**src/hw/rtl/tmtw_pkg.sv**
```systemverilog
`timescale 1ns / 1ps

package tmtw_pkg;

	localparam int ROW_W = 5;
	localparam int COL_W = 7;
	localparam int LIN_W = 11;

	localparam logic [1:0] ACT_PUT    = 2'd0;
	localparam logic [1:0] ACT_READ   = 2'd1;
	localparam logic [1:0] ACT_SETPOS = 2'd2;

	localparam logic [7:0] CH_NEWLINE  = 8'd10;
	localparam logic [7:0] CH_RETURN   = 8'd13;
	localparam logic [7:0] CH_TAB      = 8'd9;
	localparam logic [7:0] BLANK_CHAR  = 8'h20;
	localparam logic [7:0] RESET_COLOR = 8'h07;

	localparam int APB_AW = 3;
	localparam logic [APB_AW-3:0] REG_TEXT_COLOR = '0;

	typedef struct packed {
		logic [1:0]       action;
		logic [7:0]       char_code;
		logic [ROW_W-1:0] target_row;
		logic [COL_W-1:0] target_col;
	} req_t;

	typedef struct packed {
		logic [7:0]       cell_char;
		logic [7:0]       cell_color;
		logic [ROW_W-1:0] cursor_row;
		logic [COL_W-1:0] cursor_col;
		logic [LIN_W-1:0] cursor_linear;
		logic             scrolled;
		logic             ignored;
	} rsp_t;

	typedef enum logic [2:0] {
		ST_CLEAR,
		ST_IDLE,
		ST_EXEC,
		ST_SCROLL,
		ST_DONE
	} state_t;

	typedef struct packed {
		logic clear;
		logic latch;
		logic exec;
		logic blank;
		logic load_out;
	} cmd_t;

	typedef struct packed {
		logic clear_done;
		logic need_scroll;
		logic row_done;
	} sts_t;

endpackage

```
**src/hw/rtl/tmtw_ctrl.sv**
```systemverilog
`timescale 1ns / 1ps

module tmtw_ctrl (
	input  logic           clk,
	input  logic           arst_n,
	input  logic           req_valid,
	output logic           req_ready,
	output logic           rsp_valid,
	input  logic           rsp_ready,
	input  tmtw_pkg::sts_t sts,
	output tmtw_pkg::cmd_t cmd
);

	tmtw_pkg::state_t state_q, state_d;
	logic             rsp_valid_q;

	always_ff @(posedge clk or negedge arst_n) begin
		if (!arst_n) begin
			state_q     <= tmtw_pkg::ST_CLEAR;
			rsp_valid_q <= 1'b0;
		end else begin
			state_q <= state_d;
			if (cmd.load_out) begin
				rsp_valid_q <= 1'b1;
			end else if (rsp_ready) begin
				rsp_valid_q <= 1'b0;
			end
		end
	end

	always_comb begin
		state_d   = state_q;
		cmd       = '0;
		req_ready = 1'b0;
		case (state_q)
			tmtw_pkg::ST_CLEAR: begin
				cmd.clear = 1'b1;
				if (sts.clear_done) begin
					state_d = tmtw_pkg::ST_IDLE;
				end
			end
			tmtw_pkg::ST_IDLE: begin
				req_ready = 1'b1;
				if (req_valid) begin
					cmd.latch = 1'b1;
					state_d   = tmtw_pkg::ST_EXEC;
				end
			end
			tmtw_pkg::ST_EXEC: begin
				cmd.exec = 1'b1;
				state_d  = sts.need_scroll ? tmtw_pkg::ST_SCROLL : tmtw_pkg::ST_DONE;
			end
			tmtw_pkg::ST_SCROLL: begin
				cmd.blank = 1'b1;
				if (sts.row_done) begin
					state_d = tmtw_pkg::ST_DONE;
				end
			end
			tmtw_pkg::ST_DONE: begin
				if (!rsp_valid_q || rsp_ready) begin
					cmd.load_out = 1'b1;
					state_d      = tmtw_pkg::ST_IDLE;
				end
			end
			default: begin
				state_d = tmtw_pkg::ST_CLEAR;
			end
		endcase
	end

	assign rsp_valid = rsp_valid_q;

endmodule

```
**config.mk**
```make
export PLATFORM = sky130hd
export DESIGN_NAME = tmtw_ctrl
export DESIGN_NICKNAME = d
export VERILOG_FILES = /design/src/hw/rtl/tmtw_pkg.sv /design/src/hw/rtl/tmtw_ctrl.sv
export SDC_FILE = /design/constraint.sdc
export NUM_CORES = 1
export LEC_CHECK = 0
export ABC_AREA = 1
export BUFFER_PORTS_ARGS = -buffer_cell sky130_fd_sc_hd__clkbuf_2
export CAP_MARGIN = 5
export CELL_PAD_IN_SITES_DETAIL_PLACEMENT = 1
export CELL_PAD_IN_SITES_GLOBAL_PLACEMENT = 2
export CORE_MARGIN = 2
export CORE_UTILIZATION = 19
export CTS_CLUSTER_SIZE = 16
export DETAILED_ROUTE_END_ITERATION = 16
export PLACE_DENSITY = 0.75
export SLEW_MARGIN = 20
export SYNTH_ARGS = -nofsm -noshare
export SYNTH_HDL_FRONTEND = slang
export SYNTH_SLANG_ARGS = --single-unit
```
**constraint.sdc**
```tcl
create_clock -name clk -period 1.4 [get_ports clk]
set_clock_uncertainty 0.05 [all_clocks]
set_input_delay 0.07 -clock clk [delete_from_list [all_inputs] [get_ports clk]]
set_output_delay 0.07 -clock clk [all_outputs]
set_load 0.005 [all_outputs]
```
=== Word level (Yosys, flattened, before mapping) ===
Cells that the tools add are included.
Widths: inputs -> output; s select.

* Eq/ne operators: 8
* Multiplexer cells: 16
* Reductions and logical operators: 5

{| class="wikitable"
|+ Operator list
! cell !! number
|-
| $mux 3 || 5
|-
| $pmux 3 s5 || 1
|-
| $mux 1 || 10
|-
| $ne 2x2->1 const B || 4
|-
| $eq 3x2->1 const B || 2
|-
| $reduce_and 4->1 || 1
|-
| $eq 3x1->1 const B || 1
|-
| $eq 3x3->1 const B || 1
|-
| $logic_not 3->1 || 1
|-
| $reduce_bool 2->1 || 1
|-
| $logic_not 1->1 || 1
|-
| $logic_or 1x1->1 || 1
|}

* Bits in registers: 4
* Input bits: 7
* Output and inout bits: 7

=== Longest topological paths before layout ===
* Depth in word-level cells: 5
* Gate-level depth with buffers: 6

=== Worst setup path after synthesis ===
No wires, ideal clock.

* Kind: flip-flop to flip-flop
* Start: register state_q[0]
* End: register state_q[2]
* Library setup time: 0.117 ns
* Arrival time: 0.911 ns
* Required time: 1.233 ns
* Path slack: 0.322 ns
* Cell stages (with the launch flop): 7
* Path buffers: 0
* Path through: dfrtp_1 > nor2_2 > nand2_2 > nor2_2 > nor2_2 > nand3_1 > nand2_1

* Cells in the longest elaborated chain, start to end: 3
* Elaborated cells on any way between the ends: 11
* Those cells by class: eq/ne (8); mux (1); reduce/logical (2)

{| class="wikitable"
|+ RTL lines
! what !! RTL line !! RTL
|-
| from (decl) || tmtw_ctrl.sv:14 || <nowiki>tmtw_pkg::state_t state_q, state_d;</nowiki>
|-
| from (signal assigned) || tmtw_ctrl.sv:19 || <nowiki>state_q <= tmtw_pkg::ST_CLEAR;</nowiki>
|-
| from (signal assigned) || tmtw_ctrl.sv:22 || <nowiki>state_q <= state_d;</nowiki>
|-
| $eq 3x3->1, or another cell as far along || tmtw_ctrl.sv:35 || <nowiki>case (state_q)</nowiki>
|-
| $ne 2x2->1 (no line) || - ||
|-
| $reduce_and 4->1 (no line) || - ||
|}

Several ways; a longest one is shown, not always the timed one.
A chain may end at the register's enable or synchronous reset.

==> reports/results.txt <==
worst vdd ir - 0.471 mV
cell taking the most area after synthesis - dfrtp_1
Clock transition at path regs - 40 ps
Vias - 324
vias per cell - 4.15
largest net degree at the start of global routing - 7
CP Cell Sequence - nor2_4 -> nand2_2 -> a21oi_1 -> clkbuf_2
Setup TNS Final - 0 ps
Max Slew Vio Count - 0
initial antenna violation count - 0
RR Startpoint - state_q[0]
critical path startpoint - state_q[0]
Critical Path RT - 1280 ps
Net Sw Power - 368 uW
PwrDens - 1990 nW/um2
reg2reg setup slack - 220 ps
Pre-Repair DR Iteration Count - 4
Synth warnings - 0
DR WL/cell - 9.55 um
Leak - 0.000257 uW
slowest cell on the critical path - dfrtp_1
Buf/Inv on CP - 1
vias in the first global route - 326
Clock power frac - 17.3%
Clock Latency Late Sink - 230 ps
RSZ-0062 raised after global routing - false
Clock Tree Root - clkbuf_4
Post-synth EDFFs - 0
Critical Path Stages - 4
CP arrival - 1180 ps
Max clock buf depth - 2
highest clock rate - 770 MHz
Post-Syn Area - 285 um2
total gr overflow - 0
antenna cells - 0
largest family of logic cells by synthesized area - simple AND/OR/NAND/NOR gates
Crit. End Element - output port
DRC - 0
Final setup viols - 0
Switching Share - 45.6%
die area - 1830 um2
IO Port Bufs - 13
startpoint types - register
status - complete, no violations
post-detail-place hpwl - 617 um
antenna viol nets, final - 0
RR Endpoint - state_q[0]
Post-synth top flop - dfrtp_1
register share of total power - 31.4%
Cell variety after synth - 9
Core ar. - 1350 um2
Post-layout nets - 72
# IOs - 14
post-synthesis compound-gate area fraction - 1.75%
kind of critical path - register to output port
worst min path class - input pin to register
Rows - 13
overall power - 808 uW
setup ws final - 101 ps
DR iter-0 viols - 1
simple-gate share of the synthesized area - 48.7%
final wirelength - 745 um
width of the die - 42.8 um
critical path's top delay family - flip-flops
minimum clock period - 1300 ps
CTS H-tree depth - 1
syn_nets - 53
Yosys reg bits - 4
first-pass GRT wire length - 1260 um
area post-placement - 369 um2
cell area after layout - 407 um2
Avg Cell Area, Syn - 6.20 um2
top cells by area, synth - dfrtp_1 35%, inv_1 14%, nand2_1 14%
XOR/XNOR Fraction of Synth Area - 0%
post-synthesis mux area share - 0%
leading cell types by count after synthesis - 11 x inv_1, 11 x nand2_1, 7 x nor2_1
Post-Syn Instances - 46
Total GRT Usage - 9.70%
setup slack at placement - 210 ps
gpl congestion - 0.765
combinational share of power - 51.3%
Synth-to-Final Area Change - 42.5%
share of post-route cells with drive strength above 1 - 34.9%
Worst Max-Slew Pin Slew - 249 ps
worst setup path endpoint - cmd[0]
starting density of the core - 21.1%
asr flop ratio synth - 100%
clock sink count - 4
max_slew headroom - 83.4%
post-synth top area share - 35.1%
TritonCTS Buffers - 3
period utilisation layout - 92.8%
Int Pwr - 439 uW
Final Hold Fails - 0
Crit path largest cell delay - 450 ps
Die Ht - 42.8 um
maxcap violations - 0
Seq/Total Area, Yosys - 35.1%
Adder-Cell Fraction of Synth Area - 0%
CTS tree - built
reg2reg path depth - 6
Post-CTS Setup Bufs - 0
post-layout util - 30.1%
peak fanout along the critical path - 6
## worst register-to-register path, stage by stage, from the launching register on
cell     delay [ps]
dfrtp_1         450
nor2_4          160
nand2_2          80
nor2_2          130
nor2_2           60
nand3_1          80
nand2_1          50
## placed cells by master, fill, tap and decap left out
cell	instances
a21oi_1	1
clkbuf_2	13
clkbuf_4	3
dfrtp_1	4
dlygate4sd3_1	1
inv_1	11
nand2_1	11
nand2_2	2
nand3_1	6
nor2_1	7
nor2_2	2
nor2_4	1
nor3_2	1
## worst min-delay path by stage
| stage | depth (start not counted) | from | slack [ps] | end |
|---|---|---|---|---|
| floorplan | 0 | arst_n | -280 | rsp_valid |
| global placement | 1 | arst_n | -170 | rsp_valid |
| detailed placement | 1 | arst_n | -170 | rsp_valid |
| CTS | 4 | sts[0] | 90 | state_q[1] |
| global route | 4 | rsp_ready | 120 | rsp_valid |
| finish | 4 | sts[0] | 80 | state_q[1] |
## state kept, by name, indices dropped and copies added (netlist names)
| signal | count |
|---|---|
| state_q | 3 |
| rsp_valid | 1 |
## area by class of cell
type	instances	area, um2
multi-input combinational	31	149
timing repair buffer	14	75.1
clock buffer	3	22.5
fill	181	943
tap	15	18.8
sequential	4	100
inverter	11	41.3
## stage by stage
step           hold slack, ps  cells
2_1_floorplan            -276     46
3_3_place_gp             -170     74
3_5_place_dp             -172     74
4_1_cts                  85.5     78
5_1_grt                   119     78
6_report                 83.1     78
## cells by family after synthesis
group	Yosys count
AND/OR/NAND/NOR	30
buffers and inverters	11
flip-flops	4
AO/OA/AOI/OAI	1
## metal layers
metal,GRT usage (%),wire (um),vias to the layer above
li1,-,-,170
met1,11.3,338,145
met2,14.8,366,7
met3,2.55,22,2
met4,7.50,17,0
met5,0,0,-
## what timing repair did
item | in CTS | in global routing
gates resized for setup | 0 | 1
hold endpoints to repair | 4 | 0
setup endpoints to repair | 0 | 1
hold buffers | 1 | 0
## power groups by stage
stage | clock network (uW) | registers, uW | logic, uW
6_report | 140 | 253 | 414
5_1_grt | 150 | 269 | 473
4_1_cts | 143 | 244 | 415
3_5_place_dp | 0 | 245 | 406
3_3_place_gp | 0 | 244 | 411
2_1_floorplan | 0 | 231 | 265
(Power assumes the default switching activity.)
